<file path="src/hw/rtl/scfla_pkg.sv">
// Shared types, widths and codes for the size-class free-list allocator.
`default_nettype none

package scfla_pkg;

  // Fixed field widths
  localparam int OP_W    = 2;
  localparam int SIZE_W  = 16;
  localparam int ADDR_W  = 18;
  localparam int STAT_W  = 2;
  localparam int TOTAL_W = 32;
  localparam int WORD_W  = 20;   // arena word: link or size header
  localparam int HEAD_W  = 19;   // list head: valid bit + address

  // Parameter defaults
  localparam int DEF_WORD_BYTES   = 8;
  localparam int DEF_SMALL_LIMIT  = 256;
  localparam int DEF_BLOCK_BYTES  = 4096;
  localparam int DEF_ARENA_BLOCKS = 64;

  typedef enum logic [OP_W-1:0] {
    OP_ALLOC     = 2'd0,
    OP_FREE      = 2'd1,
    OP_ALLOC_HDR = 2'd2,
    OP_FREE_HDR  = 2'd3
  } op_t;

  typedef enum logic [STAT_W-1:0] {
    ST_OK      = 2'd0,
    ST_LARGE   = 2'd1,
    ST_OOM     = 2'd2,
    ST_INVALID = 2'd3
  } status_t;

  typedef enum logic [1:0] {
    S_IDLE,
    S_SIZE,
    S_HEAD,
    S_LINK
  } seq_state_t;

  // Arena memory command: one read and one write port, byte addresses
  typedef struct packed {
    logic              rd_en;
    logic [ADDR_W-1:0] rd_addr;
    logic              wr_en;
    logic [ADDR_W-1:0] wr_addr;
    logic [WORD_W-1:0] wr_data;
  } arena_cmd_t;

endpackage

`default_nettype wire

</file>
<file path="src/hw/rtl/scfla_heads.sv">
// Free-list head table: small memory with per-class valid flops cleared by reset.
`default_nettype none

module scfla_heads import scfla_pkg::*; #(
  parameter int NUM_CLASSES = DEF_SMALL_LIMIT / DEF_WORD_BYTES,
  localparam int CLS_W      = (NUM_CLASSES > 1) ? $clog2(NUM_CLASSES) : 1
) (
  input  wire logic              clk,
  input  wire logic              rst,
  input  wire logic              rd_en,
  input  wire logic [CLS_W-1:0]  rd_cls,
  input  wire logic              wr_en,
  input  wire logic [CLS_W-1:0]  wr_cls,
  input  wire logic [HEAD_W-1:0] wr_data,
  output      logic [HEAD_W-1:0] rd_data
);

  logic [HEAD_W-1:0]      mem [NUM_CLASSES];
  logic [NUM_CLASSES-1:0] live;
  logic [HEAD_W-1:0]      raw;
  logic                   live_q;

  always_ff @(posedge clk) begin
    if (rst) begin
      live <= '0;
    end else if (wr_en) begin
      live[wr_cls] <= 1'b1;
    end
  end

  always_ff @(posedge clk) begin
    if (wr_en) begin
      mem[wr_cls] <= wr_data;
    end
  end

  always_ff @(posedge clk) begin
    if (rd_en) begin
      raw    <= mem[rd_cls];
      live_q <= live[rd_cls];
    end
  end

  // never-written class reads as an empty list
  assign rd_data = live_q ? raw : '0;

endmodule

`default_nettype wire

</file>
<file path="config.mk">
export PLATFORM = sky130hd
export DESIGN_NAME = scfla_heads
export DESIGN_NICKNAME = d
export VERILOG_FILES = /design/src/hw/rtl/scfla_pkg.sv /design/src/hw/rtl/scfla_heads.sv
export SDC_FILE = /design/constraint.sdc
export NUM_CORES = 1
export LEC_CHECK = 0
export BUFFER_PORTS_ARGS = -buffer_cell sky130_fd_sc_hd__clkbuf_2
export CAP_MARGIN = 20
export CORE_ASPECT_RATIO = 0.75
export CORE_MARGIN = 10
export CORE_UTILIZATION = 60
export DETAILED_ROUTE_END_ITERATION = 12
export MAX_ROUTING_LAYER = met4
export PLACE_DENSITY = 0.74
export SLEW_MARGIN = 30
export SYNTH_ARGS = -nofsm -noshare
export SYNTH_HDL_FRONTEND = slang
export SYNTH_SLANG_ARGS = --single-unit
</file>
<file path="constraint.sdc">
create_clock -name clk -period 2.56 [get_ports clk]
set_input_delay 0.128 -clock clk [delete_from_list [all_inputs] [get_ports clk]]
set_output_delay 0.128 -clock clk [all_outputs]
set_load 0.005 [all_outputs]
</file>
# Word level (Yosys, flattened, before mapping)
# Memories as Yosys holds them, arrays and structs flattened. A register that Yosys moved wholly into a read port is not among the register bits.
# Index checks and enable logic that the tools add are counted.
# Widths: inputs -> output; s select.
word_totals:
  reg_bits: 33
  mem_bits_rw: 608
  inputBits: 33
  output_inout_bits: 19
  memories: 1
classes:
  magnitude_cmp: 3
  muxes: 7
  n_bitwise: 1
  n_reduce_logical: 1
mem_list:
  columns: ["memory", "depth", "word_bits", "read_ports", "rd_clocked_by_memory_dff", "write_ports", "line_no", "rtl"]
  rows:
  - ["mem", 32, 19, 1, 1, 1, "scfla_heads.sv:18", "logic [HEAD_W-1:0] mem [NUM_CLASSES];"]
ops:
  columns: ["op", "n"]
  rows:
  - ["$or 32x32->32", 1]
  - ["$mux 19", 1]
  - ["$lt 5x6->1 const B", 2]
  - ["$bmux 1 s5", 1]
  - ["$demux 1 s5", 1]
  - ["$ge 5x1->1 const B", 1]
  - ["$mux 1", 4]
  - ["$logic_and 1x1->1", 1]

# Longest topological paths before layout
depth:
  ltp_word: 5
  depth_mapped: 8

# Least setup slack after synthesis
# OpenSTA, ideal clock, no wires.
synth_timing:
  kind: "input -> register"
  from: "in wr_cls[0]"
  to: "mem mem[12][0], enable pin"
  setup_time_ns: 0.396
  arrival_ns: 1.634
  t_required_ns: 2.164
  slack_ns: 0.530
  stages: 3
  n_path_buf: 1
  cell_sequence: "or3b_2 > clkbuf_1 > nor2_1"
synth_lines:
  columns: ["item", "line_no", "rtl"]
  rows:
  - ["start, declared", "scfla_heads.sv:13", "input wire logic [CLS_W-1:0] wr_cls,"]
  - ["end, declared", "scfla_heads.sv:18", null]
# No word-level cell before the write port.

# Final worst setup path
layout_timing:
  from: "reg live_q"
  to: "out rd_data[11]"
layout_between:
  elab_chain_len: 1
layout_rtl:
  columns: ["item", "line_no", "rtl"]
  rows:
  - ["start, declared", "scfla_heads.sv:21", "logic live_q;"]
  - ["start signal, assigned", "scfla_heads.sv:40", "live_q <= live[rd_cls];"]
  - ["$mux 19", "scfla_heads.sv:45", "assign rd_data = live_q ? raw : '0;"]
  - ["end, declared", "scfla_heads.sv:15", "output logic [HEAD_W-1:0] rd_data"]
# Every way passes these cells.

==> results by group <==
Run status
  • Status: finished clean

Routing
  • Detailed-route via count: 13859
  • Antenna Nets Post-Route: 0
  • Detailed-route DRC error count: 0
  • First-pass detailed-route iteration total: 7
  • Total wire length: 58000 µm
  • 1st-iter DRT viols: 1682
  • Vias/cell: 6.25
  • Per-cell routed wire length: 26.2 µm

Clocking
  • CTS tree: done
  • Sink Count: 660
  • Postcts setup bufs: 0
  • # hold bufs at CTS: 0
  • CTS Buffer Depth: 3
  • CTS Buf Count: 58
  • H-Tree Level Count: 2
  • CTS root buffer: clkbuf_16
  • Post-cts sizing count: 0
  • Worst-skew pair later-pin latency: 590 ps
  • Reg clk slew, reported paths: 60 ps

Timing
  • Unrepaired setup endpoints after global routing: false
  • Worst Tran Pin Value: 926 ps
  • Final Hold Viols: 0
  • Max frequency: 0.518 GHz
  • Fin crit share: 75.5%
  • Setup violators final: 0
  • Setup TNS Final: 0 ps
  • Min Hold Slack: 157 ps
  • Max-slew violations: 0
  • Clock Skew: 12.9 ps
  • Post-layout min period: 1930 ps
  • Rel. slew slack: 38.2%

Setup path
  • Startpoint types: register
  • WS Path Type: register to primary output
  • CP endpoint kind: primary output
  • Worst path arrival time: 1800 ps
  • Worst-path fanout max: 19
  • CP required: 2430 ps

Synthesis
  • Mean Syn Cell Area: 17.2 µm²
  • Post-Syn Instances: 1501
  • Synth Net Count: 1534
  • Yosys warning count: 0
  • Netlist cell types: 28
  • Post-synthesis sequential area ratio: 75.6%
  • Mapped Area: 25800 µm²
  • Synthesized flop and latch total: 660

Floorplanning
  • DIE WIDTH: 259 µm
  • I/O Pins: 52
  • Initial Util: 61.0%
  • Core area: 42300 µm²
  • Die Y: 200 µm
  • Total die area: 51800 µm²
  • Cell Rows: 65

GRT
  • Initial antenna violation count: 6
  • Largest net degree at the start of global routing: 56
  • Vias in the first global route: 13919
  • First-pass GRT wire length: 87400 µm
  • Overall Global Routing Usage: 23.1%
  • Grt total ovfl: 0

Pwr
  • Pleak: 10.2 nW
  • Power density cells: 748 nW/µm²
  • Final Power: 21.6 mW
  • Peak supply drop: 0.659 mV

Cells and area
  • Most frequent standard cell in the layout excluding fill and tap cells: edfxtp_1
  • Layout Nets: 1632
  • Most frequent cells in the layout: edfxtp_1, mux2i_1, a22oi_1
  • Area Growth Syn to Fin: 12.0%
  • Layout cells sized above 1: 14.9%
  • Final-layout fill cell count: 2765
  • Layout Cells excl Fill: 2218

Hold path
  • Worst Hold Class: input pin to register

Placement
  • Routability congestion estimate: 0.891
  • Placed cell count: 2108
  • I/O Buffers: 51
  • Post-DP HPWL: 34300 µm

Flow run
  • Max Cap Viol: 0
[critical path: stages (launching register included)]
cell and delay (ps):
edfxtp_1 830, and2_1 250, clkbuf_2 120
[per-layer routing]
layer  GRT usage (%)  part of all wire (%)
met1            32.2                    42
met2            35.7                    47
met3            3.97                   9.4
met4            5.06                   1.6
met5               -                     0
[cell families after synthesis]
| group | after synthesis | share of synthesized area [%] |
|---|---|---|
| DFF | 660 | 75.6 |
| and+or+nand+nor | 255 | 4.60 |
| buffers and inverters | 86 | 2.49 |
| muxes | 320 | 12.4 |
| AOI/OAI and AO/OA | 180 | 4.95 |
[registers in the layout (all words and copies together) (netlist names)]
register  count
mem         608
raw          19
live_q        1
live         32
[cells in the mapped netlist]
cell type / number / area [µm²]
or3b_2: 3 / 26.3
nor3_1: 20 / 100
a22o_1: 40 / 350
nand2_1: 41 / 154
nand3b_1: 5 / 37.5
clkbuf_4: 2 / 15.0
and2_1: 20 / 125
nand4_1: 20 / 125
clkbuf_1: 27 / 101
a31oi_1: 20 / 125
buf_4: 14 / 105
or3_1: 1 / 6.26
nand2b_1: 2 / 12.5
buf_6: 6 / 67.6
buf_8: 8 / 120
a22oi_1: 80 / 601
buf_12: 6 / 120
nand3_1: 42 / 210
mux2i_1: 320 / 3200
dfxtp_1: 32 / 641
nor2_2: 1 / 6.26
buf_2: 22 / 110
nor2_1: 97 / 364
edfxtp_1: 628 / 18900
buf_1: 1 / 3.75
a21oi_1: 40 / 200
nor2b_1: 2 / 12.5
or2_2: 1 / 6.26
[layout make-up]
type | count | area, µm² | share of cell area, %
diodes | 5 | 12.5 | 0.0433
clock buffers | 76 | 1630 | 5.65
clock inverters | 29 | 203 | 0.701
multi-input cells | 755 | 5770 | 20.0
flip-flops and latches | 660 | 19500 | 67.5
well taps | 569 | 712 | 2.46
repair buffers | 124 | 1080 | 3.72
[final timing paths]
check,to,depth (start not counted),start,slack (ps)
max reg2reg,raw[16]$_DFFE_PP_,5,mem[1][16]$_DFFE_PP_,1060
min,mem[29][7]$_DFFE_PP_,1,wr_data[7],160
min reg2reg,live[29]$_SDFFE_PP0P_,2,live[29]$_SDFFE_PP0P_,470
max,rd_data[11],2,live_q$_DFFE_PP_,630
[where the power goes]
| part | total [mW] | internal [mW] | switching, mW |
|---|---|---|---|
| clock network | 8.43 | 4.75 | 3.68 |
| registers | 12.0 | 12.0 | 0.0657 |
| logic | 1.15 | 0.406 | 0.746 |
[per-stage QoR]
stage	area (µm²)	setup slack, ps	util (%)
after floorplan	25800	530	-
after global placement	27100	601	64.0
after detailed placement	27100	548	64.0
after CTS	28900	592	68.3
after global routing	28900	514	68.3
final	28900	628	68.3
(Power assumes the default switching activity.)
