==> config.mk <==
export PLATFORM = sky130hd
export DESIGN_NAME = scfla_seq_flat
export DESIGN_NICKNAME = d
export VERILOG_FILES = /design/src/hw/rtl/scfla_pkg.sv /design/src/hw/rtl/scfla_req_if.sv /design/src/hw/rtl/scfla_rsp_if.sv /design/src/hw/rtl/scfla_seq.sv /design/src/flat_wrapper.sv
export SDC_FILE = /design/constraint.sdc
export NUM_CORES = 1
export LEC_CHECK = 0
export BUFFER_PORTS_ARGS = -buffer_cell sky130_fd_sc_hd__buf_2
export CORE_UTILIZATION = 53
export CTS_CLUSTER_DIAMETER = 30
export DETAILED_ROUTE_END_ITERATION = 6
export PLACE_DENSITY_LB_ADDON = 0.15
export SLEW_MARGIN = 20
export SYNTH_ARGS = -nofsm -noshare
export SYNTH_HDL_FRONTEND = slang
export SYNTH_SLANG_ARGS = --single-unit
==> constraint.sdc <==
create_clock -name clk -period 4.1 [get_ports clk]
set_input_delay 0.41 -clock clk [delete_from_list [all_inputs] [get_ports clk]]
set_output_delay 0.41 -clock clk [all_outputs]
set_load 0.05 [all_outputs]
==> src/hw/rtl/scfla_pkg.sv <==
// Shared types, widths and codes for the size-class free-list allocator.
`default_nettype none

package scfla_pkg;

  // Fixed field widths
  localparam int OP_W    = 2;
  localparam int SIZE_W  = 16;
  localparam int ADDR_W  = 18;
  localparam int STAT_W  = 2;
  localparam int TOTAL_W = 32;
  localparam int WORD_W  = 20;   // arena word: link or size header
  localparam int HEAD_W  = 19;   // list head: valid bit + address

  // Parameter defaults
  localparam int DEF_WORD_BYTES   = 8;
  localparam int DEF_SMALL_LIMIT  = 256;
  localparam int DEF_BLOCK_BYTES  = 4096;
  localparam int DEF_ARENA_BLOCKS = 64;

  typedef enum logic [OP_W-1:0] {
    OP_ALLOC     = 2'd0,
    OP_FREE      = 2'd1,
    OP_ALLOC_HDR = 2'd2,
    OP_FREE_HDR  = 2'd3
  } op_t;

  typedef enum logic [STAT_W-1:0] {
    ST_OK      = 2'd0,
    ST_LARGE   = 2'd1,
    ST_OOM     = 2'd2,
    ST_INVALID = 2'd3
  } status_t;

  typedef enum logic [1:0] {
    S_IDLE,
    S_SIZE,
    S_HEAD,
    S_LINK
  } seq_state_t;

  // Arena memory command: one read and one write port, byte addresses
  typedef struct packed {
    logic              rd_en;
    logic [ADDR_W-1:0] rd_addr;
    logic              wr_en;
    logic [ADDR_W-1:0] wr_addr;
    logic [WORD_W-1:0] wr_data;
  } arena_cmd_t;

endpackage

`default_nettype wire

==> src/hw/rtl/scfla_req_if.sv <==
// Request channel: valid/ready plus one request word.
`default_nettype none

interface scfla_req_if import scfla_pkg::*; ();
  logic              valid;
  logic              ready;
  logic [OP_W-1:0]   opcode;
  logic [SIZE_W-1:0] req_size;
  logic [ADDR_W-1:0] block_addr;

  modport source (output valid, output opcode, output req_size, output block_addr,
                  input ready);
  modport sink   (input valid, input opcode, input req_size, input block_addr,
                  output ready);
endinterface

`default_nettype wire

==> src/hw/rtl/scfla_rsp_if.sv <==
// Response channel: valid/ready plus one result word.
`default_nettype none

interface scfla_rsp_if import scfla_pkg::*; ();
  logic               valid;
  logic               ready;
  logic [ADDR_W-1:0]  result_addr;
  logic [STAT_W-1:0]  status;
  logic [TOTAL_W-1:0] large_bytes;

  modport source (output valid, output result_addr, output status, output large_bytes,
                  input ready);
  modport sink   (input valid, input result_addr, input status, input large_bytes,
                  output ready);
endinterface

`default_nettype wire

==> src/hw/rtl/scfla_seq.sv <==
// Request sequencer: size rounding, list pop/push, bump allocation, result register.
`default_nettype none

module scfla_seq import scfla_pkg::*; #(
  parameter int WORD_BYTES   = DEF_WORD_BYTES,
  parameter int SMALL_LIMIT  = DEF_SMALL_LIMIT,
  parameter int BLOCK_BYTES  = DEF_BLOCK_BYTES,
  parameter int ARENA_BLOCKS = DEF_ARENA_BLOCKS,
  localparam int NUM_CLASSES = SMALL_LIMIT / WORD_BYTES,
  localparam int CLS_W       = (NUM_CLASSES > 1) ? $clog2(NUM_CLASSES) : 1
) (
  input  wire logic              clk,
  input  wire logic              rst,
  scfla_req_if.sink              req,
  scfla_rsp_if.source            rsp,
  output      arena_cmd_t        arena_cmd,
  input  wire logic [WORD_W-1:0] arena_rd,
  output      logic              head_rd_en,
  output      logic [CLS_W-1:0]  head_rd_cls,
  output      logic              head_wr_en,
  output      logic [CLS_W-1:0]  head_wr_cls,
  output      logic [HEAD_W-1:0] head_wr_data,
  input  wire logic [HEAD_W-1:0] head_rd
);

  localparam int WSH    = $clog2(WORD_BYTES);
  localparam int CW1    = CLS_W + 1;
  localparam int REM_W  = $clog2(BLOCK_BYTES + 1);
  localparam int BU_W   = $clog2(ARENA_BLOCKS + 1);
  localparam int PROD_W = (BU_W + REM_W > ADDR_W) ? BU_W + REM_W : ADDR_W;
  localparam int RSZ_W  = SIZE_W + 1;

  // class = size / word, folded once into the class range
  function automatic logic [CLS_W-1:0] class_of(input logic [WORD_W-1:0] sz);
    logic [WORD_W-1:0] q;
    logic [CW1-1:0]    qn;
    logic [CW1-1:0]    qw;
    q  = sz >> WSH;
    qn = q[CW1-1:0];
    qw = (qn >= CW1'(NUM_CLASSES)) ? qn - CW1'(NUM_CLASSES) : qn;
    return qw[CLS_W-1:0];
  endfunction

  seq_state_t         state, state_next;
  op_t                op_q, op_next;
  logic [WORD_W-1:0]  sz_q, sz_next;
  logic [CLS_W-1:0]   cls_q, cls_next;
  logic [ADDR_W-1:0]  target_q, target_next;
  logic [ADDR_W-1:0]  ptr_q, ptr_next;
  logic [ADDR_W-1:0]  bump_ptr, bump_ptr_next;
  logic [REM_W-1:0]   bump_rem, bump_rem_next;
  logic [BU_W-1:0]    blocks_used, blocks_used_next;
  logic [TOTAL_W-1:0] large_total, large_total_next;

  logic               out_valid;
  logic [ADDR_W-1:0]  out_addr;
  status_t            out_status;
  logic [TOTAL_W-1:0] out_large;

  logic               accept;
  logic               go;
  logic               finish;
  logic [ADDR_W-1:0]  res_addr;
  status_t            res_status;
  logic [TOTAL_W-1:0] res_large;

  op_t                op_in;
  logic [RSZ_W-1:0]   ext_sz;
  logic [RSZ_W-1:0]   rnd_sz;
  logic [ADDR_W-1:0]  tgt_in;
  logic               is_alloc;
  logic               hdr_alloc;
  logic               sz_zero;
  logic               sz_large;
  logic               pop;
  logic               need_blk;
  logic               no_blk;
  logic [PROD_W-1:0]  blk_prod;
  logic [ADDR_W-1:0]  bump_p;
  logic [TOTAL_W:0]   lsum;
  logic [TOTAL_W-1:0] ladd;
  logic [TOTAL_W-1:0] lsub;
  logic [WORD_W-1:0]  rem_after;

  assign accept    = req.valid && req.ready;
  assign req.ready = (state == S_IDLE);
  assign go        = !out_valid || rsp.ready;

  // input word decode
  assign op_in  = op_t'(req.opcode);
  assign ext_sz = RSZ_W'(req.req_size) + ((op_in == OP_ALLOC_HDR) ? RSZ_W'(WORD_BYTES) : '0);
  assign rnd_sz = (ext_sz + RSZ_W'(WORD_BYTES - 1)) & ~RSZ_W'(WORD_BYTES - 1);
  assign tgt_in = (op_in == OP_FREE_HDR) ? req.block_addr - ADDR_W'(WORD_BYTES)
                                          : req.block_addr;

  // held-request decode
  assign is_alloc  = (op_q == OP_ALLOC) || (op_q == OP_ALLOC_HDR);
  assign hdr_alloc = (op_q == OP_ALLOC_HDR);
  assign sz_zero   = (sz_q == '0);
  assign sz_large  = (sz_q >= WORD_W'(SMALL_LIMIT));
  assign pop       = is_alloc && !sz_zero && !sz_large && head_rd[HEAD_W-1];

  // bump path
  assign need_blk  = WORD_W'(bump_rem) < sz_q;
  assign no_blk    = blocks_used >= BU_W'(ARENA_BLOCKS);
  assign blk_prod  = PROD_W'(blocks_used) * PROD_W'(BLOCK_BYTES);
  assign bump_p    = need_blk ? blk_prod[ADDR_W-1:0] : bump_ptr;
  assign rem_after = (need_blk ? WORD_W'(BLOCK_BYTES) : WORD_W'(bump_rem)) - sz_q;

  // saturating large-byte total
  assign lsum = {1'b0, large_total} + (TOTAL_W + 1)'(sz_q);
  assign ladd = lsum[TOTAL_W] ? '1 : lsum[TOTAL_W-1:0];
  assign lsub = (large_total > TOTAL_W'(sz_q)) ? large_total - TOTAL_W'(sz_q) : '0;

  always_comb begin
    state_next = state;
    case (state)
      S_IDLE: begin
        if (accept) begin
          state_next = (op_in == OP_FREE_HDR) ? S_SIZE : S_HEAD;
        end
      end
      S_SIZE: state_next = S_HEAD;
      S_HEAD: begin
        if (pop) begin
          state_next = S_LINK;
        end else if (go) begin
          state_next = S_IDLE;
        end
      end
      S_LINK: begin
        if (go) begin
          state_next = S_IDLE;
        end
      end
      default: state_next = S_IDLE;
    endcase
  end

  always_comb begin
    op_next          = op_q;
    sz_next          = sz_q;
    cls_next         = cls_q;
    target_next      = target_q;
    ptr_next         = ptr_q;
    bump_ptr_next    = bump_ptr;
    bump_rem_next    = bump_rem;
    blocks_used_next = blocks_used;
    large_total_next = large_total;
    arena_cmd        = '0;
    head_rd_en       = 1'b0;
    head_rd_cls      = cls_q;
    head_wr_en       = 1'b0;
    head_wr_cls      = cls_q;
    head_wr_data     = {1'b1, target_q};
    finish           = 1'b0;
    res_addr         = '0;
    res_status       = ST_OK;
    res_large        = large_total;

    case (state)
      S_IDLE: begin
        if (accept) begin
          op_next           = op_in;
          sz_next           = WORD_W'(rnd_sz);
          cls_next          = class_of(WORD_W'(rnd_sz));
          target_next       = tgt_in;
          arena_cmd.rd_en   = (op_in == OP_FREE_HDR);
          arena_cmd.rd_addr = tgt_in;
          head_rd_en        = (op_in != OP_FREE_HDR);
          head_rd_cls       = class_of(WORD_W'(rnd_sz));
        end
      end

      S_SIZE: begin
        // size header has arrived; fetch its class head
        sz_next     = arena_rd;
        cls_next    = class_of(arena_rd);
        head_rd_en  = 1'b1;
        head_rd_cls = class_of(arena_rd);
      end

      S_HEAD: begin
        if (sz_zero) begin
          res_status = ST_INVALID;
          finish     = go;
        end else if (sz_large) begin
          res_status = ST_LARGE;
          res_large  = is_alloc ? ladd : lsub;
          finish     = go;
          if (go) begin
            large_total_next = res_large;
          end
        end else if (pop) begin
          // fetch the link stored in the popped block
          ptr_next          = head_rd[ADDR_W-1:0];
          arena_cmd.rd_en   = 1'b1;
          arena_cmd.rd_addr = head_rd[ADDR_W-1:0];
        end else if (is_alloc) begin
          if (need_blk && no_blk) begin
            res_status = ST_OOM;
            finish     = go;
          end else begin
            res_addr = hdr_alloc ? bump_p + ADDR_W'(WORD_BYTES) : bump_p;
            finish   = go;
            if (go) begin
              bump_ptr_next     = bump_p + sz_q[ADDR_W-1:0];
              bump_rem_next     = rem_after[REM_W-1:0];
              blocks_used_next  = need_blk ? blocks_used + 1'b1 : blocks_used;
              arena_cmd.wr_en   = hdr_alloc;
              arena_cmd.wr_addr = bump_p;
              arena_cmd.wr_data = sz_q;
            end
          end
        end else begin
          // push: old head goes into the freed block
          finish = go;
          if (go) begin
            arena_cmd.wr_en   = 1'b1;
            arena_cmd.wr_addr = target_q;
            arena_cmd.wr_data = WORD_W'(head_rd);
            head_wr_en        = 1'b1;
            head_wr_data      = {1'b1, target_q};
          end
        end
      end

      S_LINK: begin
        res_addr = hdr_alloc ? ptr_q + ADDR_W'(WORD_BYTES) : ptr_q;
        finish   = go;
        if (go) begin
          head_wr_en        = 1'b1;
          head_wr_data      = arena_rd[HEAD_W-1:0];
          arena_cmd.wr_en   = hdr_alloc;
          arena_cmd.wr_addr = ptr_q;
          arena_cmd.wr_data = sz_q;
        end
      end

      default: ;
    endcase
  end

  always_ff @(posedge clk) begin
    if (rst) begin
      state       <= S_IDLE;
      bump_ptr    <= '0;
      bump_rem    <= '0;
      blocks_used <= '0;
      large_total <= '0;
      out_valid   <= 1'b0;
    end else begin
      state       <= state_next;
      bump_ptr    <= bump_ptr_next;
      bump_rem    <= bump_rem_next;
      blocks_used <= blocks_used_next;
      large_total <= large_total_next;
      if (finish) begin
        out_valid <= 1'b1;
      end else if (rsp.ready) begin
        out_valid <= 1'b0;
      end
    end
  end

  always_ff @(posedge clk) begin
    op_q     <= op_next;
    sz_q     <= sz_next;
    cls_q    <= cls_next;
    target_q <= target_next;
    ptr_q    <= ptr_next;
    if (finish) begin
      out_addr   <= res_addr;
      out_status <= res_status;
      out_large  <= res_large;
    end
  end

  assign rsp.valid       = out_valid;
  assign rsp.result_addr = out_addr;
  assign rsp.status      = out_status;
  assign rsp.large_bytes = out_large;

endmodule

`default_nettype wire

==> src/flat_wrapper.sv <==
// flat-port wrapper written by rule: the top's interface ports become plain ports
module scfla_seq_flat import scfla_pkg::*;
#(
  parameter int WORD_BYTES   = DEF_WORD_BYTES,
  parameter int SMALL_LIMIT  = DEF_SMALL_LIMIT,
  parameter int BLOCK_BYTES  = DEF_BLOCK_BYTES,
  parameter int ARENA_BLOCKS = DEF_ARENA_BLOCKS,
  localparam int NUM_CLASSES = SMALL_LIMIT / WORD_BYTES,
  localparam int CLS_W       = (NUM_CLASSES > 1) ? $clog2(NUM_CLASSES) : 1
)
  (clk, rst, arena_cmd, arena_rd, head_rd_en, head_rd_cls, head_wr_en, head_wr_cls, head_wr_data, head_rd, req_valid, req_opcode, req_req_size, req_block_addr, req_ready, rsp_valid, rsp_result_addr, rsp_status, rsp_large_bytes, rsp_ready);
  scfla_req_if req_i ();
  scfla_rsp_if rsp_i ();
  input  wire logic clk;
  input  wire logic rst;
  output      arena_cmd_t arena_cmd;
  input  wire logic [WORD_W-1:0] arena_rd;
  output      logic head_rd_en;
  output      logic [CLS_W-1:0] head_rd_cls;
  output      logic head_wr_en;
  output      logic [CLS_W-1:0] head_wr_cls;
  output      logic [HEAD_W-1:0] head_wr_data;
  input  wire logic [HEAD_W-1:0] head_rd;
  input wire logic [$bits(req_i.valid)-1:0] req_valid;
  input wire logic [$bits(req_i.opcode)-1:0] req_opcode;
  input wire logic [$bits(req_i.req_size)-1:0] req_req_size;
  input wire logic [$bits(req_i.block_addr)-1:0] req_block_addr;
  output wire logic [$bits(req_i.ready)-1:0] req_ready;
  output wire logic [$bits(rsp_i.valid)-1:0] rsp_valid;
  output wire logic [$bits(rsp_i.result_addr)-1:0] rsp_result_addr;
  output wire logic [$bits(rsp_i.status)-1:0] rsp_status;
  output wire logic [$bits(rsp_i.large_bytes)-1:0] rsp_large_bytes;
  input wire logic [$bits(rsp_i.ready)-1:0] rsp_ready;
  assign req_i.valid = req_valid;
  assign req_i.opcode = req_opcode;
  assign req_i.req_size = req_req_size;
  assign req_i.block_addr = req_block_addr;
  assign req_ready = req_i.ready;
  assign rsp_valid = rsp_i.valid;
  assign rsp_result_addr = rsp_i.result_addr;
  assign rsp_status = rsp_i.status;
  assign rsp_large_bytes = rsp_i.large_bytes;
  assign rsp_i.ready = rsp_ready;
  scfla_seq #(.WORD_BYTES(WORD_BYTES), .SMALL_LIMIT(SMALL_LIMIT), .BLOCK_BYTES(BLOCK_BYTES), .ARENA_BLOCKS(ARENA_BLOCKS)) u_core (.clk(clk), .rst(rst), .req(req_i), .rsp(rsp_i), .arena_cmd(arena_cmd), .arena_rd(arena_rd), .head_rd_en(head_rd_en), .head_rd_cls(head_rd_cls), .head_wr_en(head_wr_en), .head_wr_cls(head_wr_cls), .head_wr_data(head_wr_data), .head_rd(head_rd));
endmodule
* After elaboration in Yosys (flattened, before gate mapping)
Cells that the tools add are included.
Word-level totals: bits in registers 188, bits of input ports 79, output and inout bits 143
Cells by class: add/sub/neg operators 12, magnitude comparators 6, eq/ne operators 8, mux-type cells 62, bitwise logic cells 4, reduce and logical (&&, ||, !) cells 21
Operator list (number):
- 39-bit 2-to-1 mux | 6
- 32-bit 2-to-1 mux | 6
- 18-bit 2-to-1 mux | 9
- 58-bit 2-to-1 mux | 2
- 39-bit case mux with 2 select lines | 1
- 19-bit 2-to-1 mux | 4
- 20-bit case mux with 2 select lines | 1
- 19-bit case mux with 2 select lines | 1
- 18-bit by 4-bit adder with 18-bit output (second input constant) | 2
- 18-bit case mux with 2 select lines | 1
- 32-bit by 20-bit adder with 33-bit output | 1
- 32-bit by 20-bit greater-than comparator with 1-bit output | 1
- 32-bit by 20-bit subtractor with 32-bit output | 1
- 20-bit by 9-bit greater-or-equal comparator with 1-bit output (second input constant) | 1
- 20-bit logical NOT | 1
- 13-bit by 20-bit less-than comparator with 1-bit output | 1
- 20-bit 2-to-1 mux | 1
- 18-bit adder | 1
- 2-bit 2-to-1 mux | 9
- 18-bit by 4-bit subtractor with 18-bit output (second input constant) | 1
- 16-bit by 17-bit adder with 17-bit output | 1
- 17-bit by 3-bit adder with 17-bit output (second input constant) | 1
- 5-bit 2-to-1 mux | 3
- 13-bit 2-to-1 mux | 1
- 23 further kinds | 56

* Longest topological paths before layout
Gate-level depths: netlist of run 1.
depth after elaboration 10, gate-level depth with buffers 22

* Worst setup path after synthesis of run 1
No wires, ideal clock.
path kind register to register, start point reg u_core.sz_q[1], end point reg u_core.bump_rem[12], setup time 0.133 ns, arrival 4.291 ns, data required time 3.967 ns, slack -0.324 ns, stages on the path, launching flop included 22, buffers on the path 2, period minus slack after synthesis 4.424 ns, cell sequence edfxtp_1 -> inv_1 -> ha_1 -> a21o_1 -> a21oi_1 -> o21ai_1 -> a21oi_1 -> nor2_1 -> clkbuf_1 -> clkbuf_1 -> nand2_1 -> ha_1 -> fa_1 -> nor2b_1 -> o21ai_0 -> a21boi_0 -> o41a_1 -> a41o_1 -> o41ai_1 -> xnor2_1 -> mux2i_1 -> a31oi_1
On the way: longest elaborated chain between the ends 7, elaborated cells between the ends (all ways) 16, classes of those cells add/sub: 1; order compare: 2; mux: 1; bitwise: 4; reduce/logical: 8
Ends and longest elaborated chain:
- start: declaration | line scfla_seq.sv:46 | logic [WORD_W-1:0] sz_q, sz_next;
- start signal: assignment | line scfla_seq.sv:268 | sz_q <= sz_next;
- branches (longest 7 deep; another with 13-bit by 20-bit less-than comparator with 1-bit output)
- end signal: assignment | line scfla_seq.sv:255 | bump_rem <= bump_rem_next;
- end: declaration | line scfla_seq.sv:51 | logic [REM_W-1:0] bump_rem, bump_rem_next;
Several ways; the timed one is not identified. A chain may end at the register's enable or synchronous reset.

* Worst setup path in the final report of run 1
start point reg u_core.sz_q[5], end point reg u_core.bump_ptr[17]
On the way: longest elaborated chain between the ends 7, elaborated cells between the ends (all ways) 16, classes of those cells add/sub: 1; order compare: 2; mux: 1; bitwise: 4; reduce/logical: 8
Ends and longest elaborated chain:
- branches (longest 7 deep; another with 13-bit by 20-bit less-than comparator with 1-bit output)
- end signal: assignment | line scfla_seq.sv:254 | bump_ptr <= bump_ptr_next;
- end: declaration | line scfla_seq.sv:50 | logic [ADDR_W-1:0] bump_ptr, bump_ptr_next;
Several ways; the timed one is not identified.

==> results.md, run 1 <==
- Run status: finished clean
- Worst R2R End: u_core.bump_ptr[17]
- Depth of the worst hold-timing path: 1
- Number of enable flip-flop cells after synthesis: 110
- Setup CP Type: reg2reg
- TritonCTS clock tree: yes
- Count of unresolved DRC violations after routing: 0
- Maximum net fanout on the critical path: 5
- Routed Antenna Nets: 0
- Path class of the lowest-slack min-delay path: in2reg
- Average detailed-routed wire length per instance: between 20 and 25 µm
- WHS Endpoint: u_core.target_q[1]
- Max-capacitance violation count: 0
- Most frequently used cell type in the post-synthesis netlist: nand2_1
- Hold violation count in the final report: 0
- GR Util met3: 0.04721
- Number of sinks driven by the clock tree: roughly 190
- Average vias per placed instance: 6.174
- Crit path launch type: flip-flop
- Power density over cell area: between 300 and 400 mW/mm²
- Cell type with the largest total area after synthesis: edfxtp_1
- Global-route wire length before repair: 72.06 mm
- Overall routed net length: roughly 47 mm
- Top Ports: 222
- Gp weighted congestion: roughly 0.98
- Number of iterations in the first detailed-routing pass: 7
- CTS buffer count: 17
- Number of setup violations in the final report: 0
- Source-to-sink clock delay at the later pin of the worst-skew pair: 0.45 ns
- Reg2Reg Depth: 19
- Syn nets: 1,844
- Vias: roughly 14,000
- Antenna violations before repair: 0
- Post-Syn Area per Cell: 8.360 µm²
- Die span in x: about 160 µm
- Final critical-path required period: 3.983 ns
- Placeable core area: approximately 0.026 mm²
- Quantity of I/O buffers inserted on ports: 221
- Nets: 2,130
- Worst Clk Skew: 0.01645 ns
- Worst ir drop on vdd: 0.0002775 V
- Post-synthesis instance total: 1,675
- Number of global-route vias before repair: 13,433
- Grt ovf: 0
- Top flip-flop cell by instance count after synthesis: edfxtp_1
- Clock root buffer: clkbuf_16
- HPWL Detailed: 35.16 mm
- Crit. End Element: flip-flop
- Worst reg2reg startpoint: u_core.sz_q[5]
- Yosys Warn Count: 0
- Full die area: between 0.02 and 0.03 mm²
- Clock transition at path regs: 0.09 ns
- Arrival time of the worst setup path: roughly 4.3 ns
- Global-route total usage across every layer: 0.3456
- Startpoint of the most critical hold path: req_block_addr[1]
- Met1 capacity usage during global routing: 0.4266
- Violation count after the first detailed-route iteration: 1,238
- Worst endpoint required time: 4.42 ns
- Leakage component of the power: 7.281 nW
- Count of distinct cell types in the synthesized netlist: 97
- Fraction of met2 tracks used by global routing: 0.6085
- Worst R2R Setup Slack: 0.12 ns
- Number of pins with negative max-slew slack in the final report: 0
- Hold-fix buffer count after cts: 0
- Slew at the pin closest to its max-slew limit: 1.065 ns
- Period Utilization, post-route: 0.9715
- Pin count of the biggest net entering global routing: 72
- Upper clock frequency limit: 251.1 MHz
- Top post-synthesis cells by count: nand2_1, nor2_1, a21oi_1
- Number of H-tree levels: 4
- Setup repair after global routing missed its margin: true
- Setup ws final: 0.1169 ns
- Most Used Layer, Global Route: met2
- Die height: 164.5 µm
- Area grow syn2layout: 22.76%
- Fraction of registers with async set or reset after synthesis: 0
- Clk buf depth: 2
- Final sum of negative setup slack: 0 ns
- Pre-CTS setup slack: -0.1932 ns
- Share of post-route cells with drive strength above 1: 0.2487
- Leading post-synthesis cells by cell area: edfxtp_1, dfxtp_1, ha_1
- Antenna cell count: 0
- Cell area after synthesis: 0.01400 mm²
- Initial core utilization: 0.5389
- Post-synthesis sequential element count: 188
- Sequential element share of the synthesized area: 0.3474
- Max-Slew Margin vs Limit: 0.2903
- Filler instances: 2,218
- Total number of placement rows: 59
- Area fraction of the dominant cell type after synthesis: 0.2359
[cells by family (layout without fill, tap and decap cells)]
logic type               Yosys count  after routing  synth area share
adder cells (fa/ha/maj)           90             90           0.08257
AO/OA/AOI/OAI                    487            487            0.2330
flip-flops                       188            188            0.3474
multiplexers                      19             19           0.01394
buffers and inverters            171            470           0.04789
XOR/XNOR                          87             87           0.05442
AND/OR/NAND/NOR                  633            633            0.2207
[stage by stage]
step                      std cells  power (mW)  hold slack, ns  instance area, µm²  utilization
after global placement         2264       4.178          0.4458               16150       0.6214
final                          2309       5.966          0.1534               17190       0.6615
after global routing           2309       6.199          0.1547               17190       0.6615
after detailed placement       2264       4.202          0.4596               16150       0.6214
after floorplan                1675       3.601          0.4321               14020            -
after CTS                      2303       5.920          0.1490               16900       0.6502
[worst max-delay path by stage]
| stage | end | startpoint |
|---|---|---|
| after CTS | u_core.bump_rem[12] | u_core.sz_q[5] |
| after detailed placement | u_core.bump_ptr[17] | u_core.sz_q[5] |
| after global placement | u_core.bump_ptr[17] | u_core.sz_q[5] |
| final | u_core.bump_ptr[17] | u_core.sz_q[5] |
| after floorplan | u_core.bump_rem[12] | u_core.sz_q[5] |
| after global routing | u_core.bump_rem[12] | u_core.sz_q[5] |
[routing by layer]
layer | vias up | wire [µm]
met5 | - | 0
met4 | 0 | 1590
met3 | 102 | 3204
met2 | 716 | 23320
met1 | 6739 | 19370
li1 | 6699 | -
[worst max-delay path, stage by stage, from the launching register on]
cell and delay, ns:
edfxtp_1 0.41, inv_2 0.10, ha_4 0.20, a21o_1 0.16, a221oi_2 0.28, o21ai_2 0.12, a21oi_2 0.25, nor2_4 0.11
buf_6 0.14, and2_4 0.15, ha_2 0.18, or3_4 0.33, o211ai_1 0.20, buf_4 0.17, nand3_4 0.09, a211oi_4 0.28
nor2_2 0.07, mux2_4 0.31, o311ai_2 0.25, a21oi_1 0.06
[cell type report]
class,count,area [µm²],area share
multi-input combinational,1316,8823,0.5133
inverter,82,307.8,0.01791
tap,335,419.2,0.02438
timing repair buffer,356,2172,0.1264
clock inverter,14,172.7,0.01005
clock buffer,18,429.2,0.02497
sequential,188,4865,0.2830
[timing repair]
| item | CTS | global route |
|---|---|---|
| endpoints found under the setup margin | 22 | 30 |
| endpoints found under the hold margin | 0 | 0 |
| resized for setup | 18 | 54 |
| pin swaps | 16 | 28 |
| buffers inserted | 7 | 7 |
[cells in the final DEF, fill, tap and decap left out, drive strengths merged, types with 39 or more instances in the layout]
cell type,netlist,final
nor2,126,126
inv,81,89
a21oi,120,120
ha,86,86
nand3,61,61
nor3,39,39
buf,21,356
o21ai,109,109
dfxtp,78,78
nand2,232,232
edfxtp,110,110
xnor2,59,59
[sequential cells by signal, summed over array words and instances, names as in the netlist, 7 cells and up]
signal	flops
u_core.rsp.result_addr	18
u_core.large_total	32
u_core.sz_q	20
u_core.target_q	18
u_core.bump_rem	13
u_core.blocks_used	7
u_core.bump_ptr	18
u_core.ptr_q	18
u_core.rsp.large_bytes	32
[where the power goes]
part	switching, mW	internal [mW]	leakage, nW
Combinational	1.35	0.657	5.30
Sequential	0.0862	2.14	1.69
Clock	0.899	0.832	0.291
No activity file was read; power rests on OpenSTA's default activity.
==> run 2: changes to the inputs <==
Settings changed: ABC_AREA set to 1, CORE_ASPECT_RATIO set to 1.2, SLEW_MARGIN 20 to unset.
==> results.md, run 2 <==
- Number of iterations in the first detailed-routing pass: 6 (-1)
- Worst reg2reg startpoint: u_core.sz_q[7]
- Die span in x: 156.0 µm (-5.2%)
- Crit path launch: u_core.sz_q[1]
- Clk buf depth: 2 (unchanged)
- Cell with the biggest individual delay on the critical path: edfxtp_1
- GR Util met3: 0.07183 (+0.02461)
- Source-to-sink clock delay at the later pin of the worst-skew pair: 0.46 ns (about the same)
- Cell area after synthesis: 0.01509 mm² (+7.8%)
- Die height: 186.9 µm (+14%)
- Yosys Warn Count: 0 (unchanged)
- HPWL Detailed: 48.32 mm (+37%)
- Top flip-flop cell by instance count after synthesis: edfxtp_1
- Total number of placement rows: 67 (+14%)
- Pin count of the biggest net entering global routing: 54 (-25%)
- Maximum net fanout on the critical path: 13 (+8)
- Full die area: 0.02916 mm² (+7.7%)
- Number of global-route vias before repair: 15,573 (+16%)
- Final critical-path required period: 3.912 ns (-0.07079 ns)
- Upper clock frequency limit: 255.6 MHz (+1.8%)
- Global-route wire length before repair: 89.15 mm (+24%)
- Dominant delay contributor by cell family on the critical path: buffers and inverters
- Commonest cells after routing, fill and taps aside: nand2_1, inv_1, buf_2
- Hold-fix buffer count after cts: 0 (unchanged)
- Quantity of I/O buffers inserted on ports: 221 (unchanged)
- CP cell instances: inv_1, buf_4, nand4_1, nor2_2, nor2_2, nand3_1, nand3_2, buf_4, inv_1, nand2_1, o21ai_0, buf_2
- Number of enable flip-flop cells after synthesis: 110 (unchanged)
- Leakage component of the power: 8.596 nW (+18%)
- Worst endpoint required time: 3.69 ns (-0.73 ns)
- Max-Slew Margin vs Limit: 0.3249 (+0.03465)
- Area fraction of the dominant cell type after synthesis: 0.2189 (-0.01703)
- Crit. End Element: output pin
- Worst Clk Skew: 0.01485 ns (-0.001597 ns)
- Final sum of negative setup slack: 0 ns (unchanged)
- Number of sinks driven by the clock tree: 188 (unchanged)
- Global-route total usage across every layer: 0.4121 (+0.06652)
- Post-Layout Cell Count: 2,800 (+21%)
- Fraction of met2 tracks used by global routing: 0.7079 (+0.09945)
- Cell type with the largest total area after synthesis: edfxtp_1
- Average vias per placed instance: 5.850 (-5.2%)
- Crit path launch type: flip-flop
- Nets: 2,577 (+21%)
- Clock transition at path regs: 0.08 ns (about the same)
- Post-synthesis instance total: 2,196 (+31%)
- Count of distinct cell types in the synthesized netlist: 56 (-42%)
- Worst ir drop on vdd: 0.0002666 V (-4.0%)
- Max-capacitance violation count: 0 (unchanged)
- Initial core utilization: 0.5390 (about the same)
- Post-Syn Area per Cell: 6.872 µm² (-18%)
- Power density over cell area: 358.6 mW/mm² (+3.3%)
- Number of H-tree levels: 4 (unchanged)
- Top post-synthesis cells by count: nand2_1, inv_1, o21ai_0
- Syn nets: 2,365 (+28%)
- Run status: finished clean
- Filler instances: 2,785 (+26%)
- Post-synthesis sequential element count: 188 (unchanged)
- Count of unresolved DRC violations after routing: 0 (unchanged)
- Peak per-stage delay on the critical path: 0.48 ns (+0.07 ns)
- Antenna cell count: 0 (unchanged)
- Leading cell type in the layout, fill and taps excluded: nand2_1
- Antenna violations before repair: 0 (unchanged)
- Most frequently used cell type in the post-synthesis netlist: nand2_1
- Top Ports: 222 (unchanged)
- Path class of the lowest-slack min-delay path: in2reg
- Overall routed net length: 60.32 mm (+27%)
- Clock root buffer: clkbuf_16
- Placeable core area: 0.02800 mm² (+7.8%)
- Hold violation count in the final report: 0 (unchanged)
- Setup CP Type: reg2out
- Setup repair after global routing missed its margin: false
- Met1 capacity usage during global routing: 0.4421 (+0.01551)
- Worst path bufs/invs: 5 (+2)
- Routed Antenna Nets: 0 (unchanged)
- Gp weighted congestion: 1.040 (+6.1%)
- Number of pins with negative max-slew slack in the final report: 0 (unchanged)
- Leading post-synthesis cells by cell area: edfxtp_1, nand2_1, dfxtp_1
- Average detailed-routed wire length per instance: 21.54 µm (+4.7%)
- Fraction of registers with async set or reset after synthesis: 0 (unchanged)
- Violation count after the first detailed-route iteration: 1,621 (+31%)
- Sequential element share of the synthesized area: 0.3223 (-0.02509)
- Grt ovf: 0 (unchanged)
- Number of placed instances with taps included: 2,765 (+22%)
- Number of setup violations in the final report: 0 (unchanged)
- CTS buffer count: 17 (unchanged)
- Period Utilization, post-route: 0.9542 (-0.01727)
- Vias: 16,381 (+15%)
- Area grow syn2layout: 14.36%
- Arrival time of the worst setup path: 3.50 ns (-0.81 ns)
- Slew at the pin closest to its max-slew limit: 1.010 ns (-0.05442 ns)
- Share of post-route cells with drive strength above 1: 0.1491 (-0.09962)
- TritonCTS clock tree: yes
- Most Used Layer, Global Route: met2
- Startpoint of the most critical hold path: head_rd[2]
[run 2: final timing paths]
path	end	slack, ns	cells after the start
setup / recovery	arena_cmd[23]	0.19	12
hold / removal	u_core.ptr_q[2]	0.13	1
setup reg to reg	u_core.bump_ptr[15]	0.26	24
hold reg to reg	u_core.blocks_used[5]	0.50	1
[run 2: where the power goes]
part | internal (mW) | switching [mW]
combinational | 0.594 | 1.63
sequential | 2.16 | 0.129
clock | 0.803 | 0.864
total | 3.56 | 2.63
[run 2: kinds of logic (layout without fill, tap and decap cells)]
kind of cell             count (synthesis)  count (layout)  synth area share
AO/OA/AOI/OAI                          468             468            0.1690
XOR/XNOR                                76              76           0.04411
adder cells (fa/ha/maj)                 90              90           0.07660
buffers and inverters                  434             657            0.1139
flip-flops                             188             188            0.3223
AND/OR/NAND/NOR                        940             942            0.2741
[run 2: metal layers]
| metal | up-vias | wire length [µm] | share of wire |
|---|---|---|---|
| li1 | 7698 | - | - |
| met1 | 7555 | 21740 | 0.36 |
| met2 | 882 | 28920 | 0.48 |
| met3 | 246 | 4411 | 0.073 |
| met4 | 0 | 5252 | 0.087 |
| met5 | - | 0 | 0 |
[run 2: stage by stage]
stage | power (mW) | cell area (µm²) | utilization | worst slack, ns | hold WS, ns
finish | 6.189 | 17260 | 0.6164 | 0.1877 | 0.1343
global route | 6.431 | 17260 | 0.6164 | 0.01908 | 0.1222
CTS | 6.138 | 17210 | 0.6145 | 0.07270 | 0.1281
detailed placement | 4.500 | 16640 | 0.5944 | 0.08449 | 0.4791
global placement | 4.470 | 16640 | 0.5944 | 0.2363 | 0.4721
floorplan | 3.837 | 15100 | - | 0.3713 | 0.4409
[run 2: layout make-up]
class	instances	area [µm²]	share of cell area
Inverter	366	1379	0.07989
Sequential cell	188	4865	0.2819
Timing Repair Buffer	259	1419	0.08221
Clock buffer	18	429.2	0.02487
Multi-Input combinational cell	1576	8564	0.4962
Tap cell	379	474.2	0.02748
Clock inverter	14	128.9	0.007467
[run 2: worst reg2reg max path: cells and delay by family, from the launching register on]
| family | cells | cell delay (ns) |
|---|---|---|
| AO/OA/AOI/OAI | 2 | 0.41 |
| adder cells (fa/ha/maj) | 2 | 0.62 |
| buffers and inverters | 5 | 0.59 |
| flip-flops | 1 | 0.45 |
| AND/OR/NAND/NOR | 15 | 1.71 |
[run 2: repair_timing]
action                                  CTS  global route
buffers inserted                          0             1
pin swaps                                 0             1
endpoints found under the setup margin    1            26
hold endpoints to repair                  0             0
gates cloned                              0             2
resized for setup                         1             7
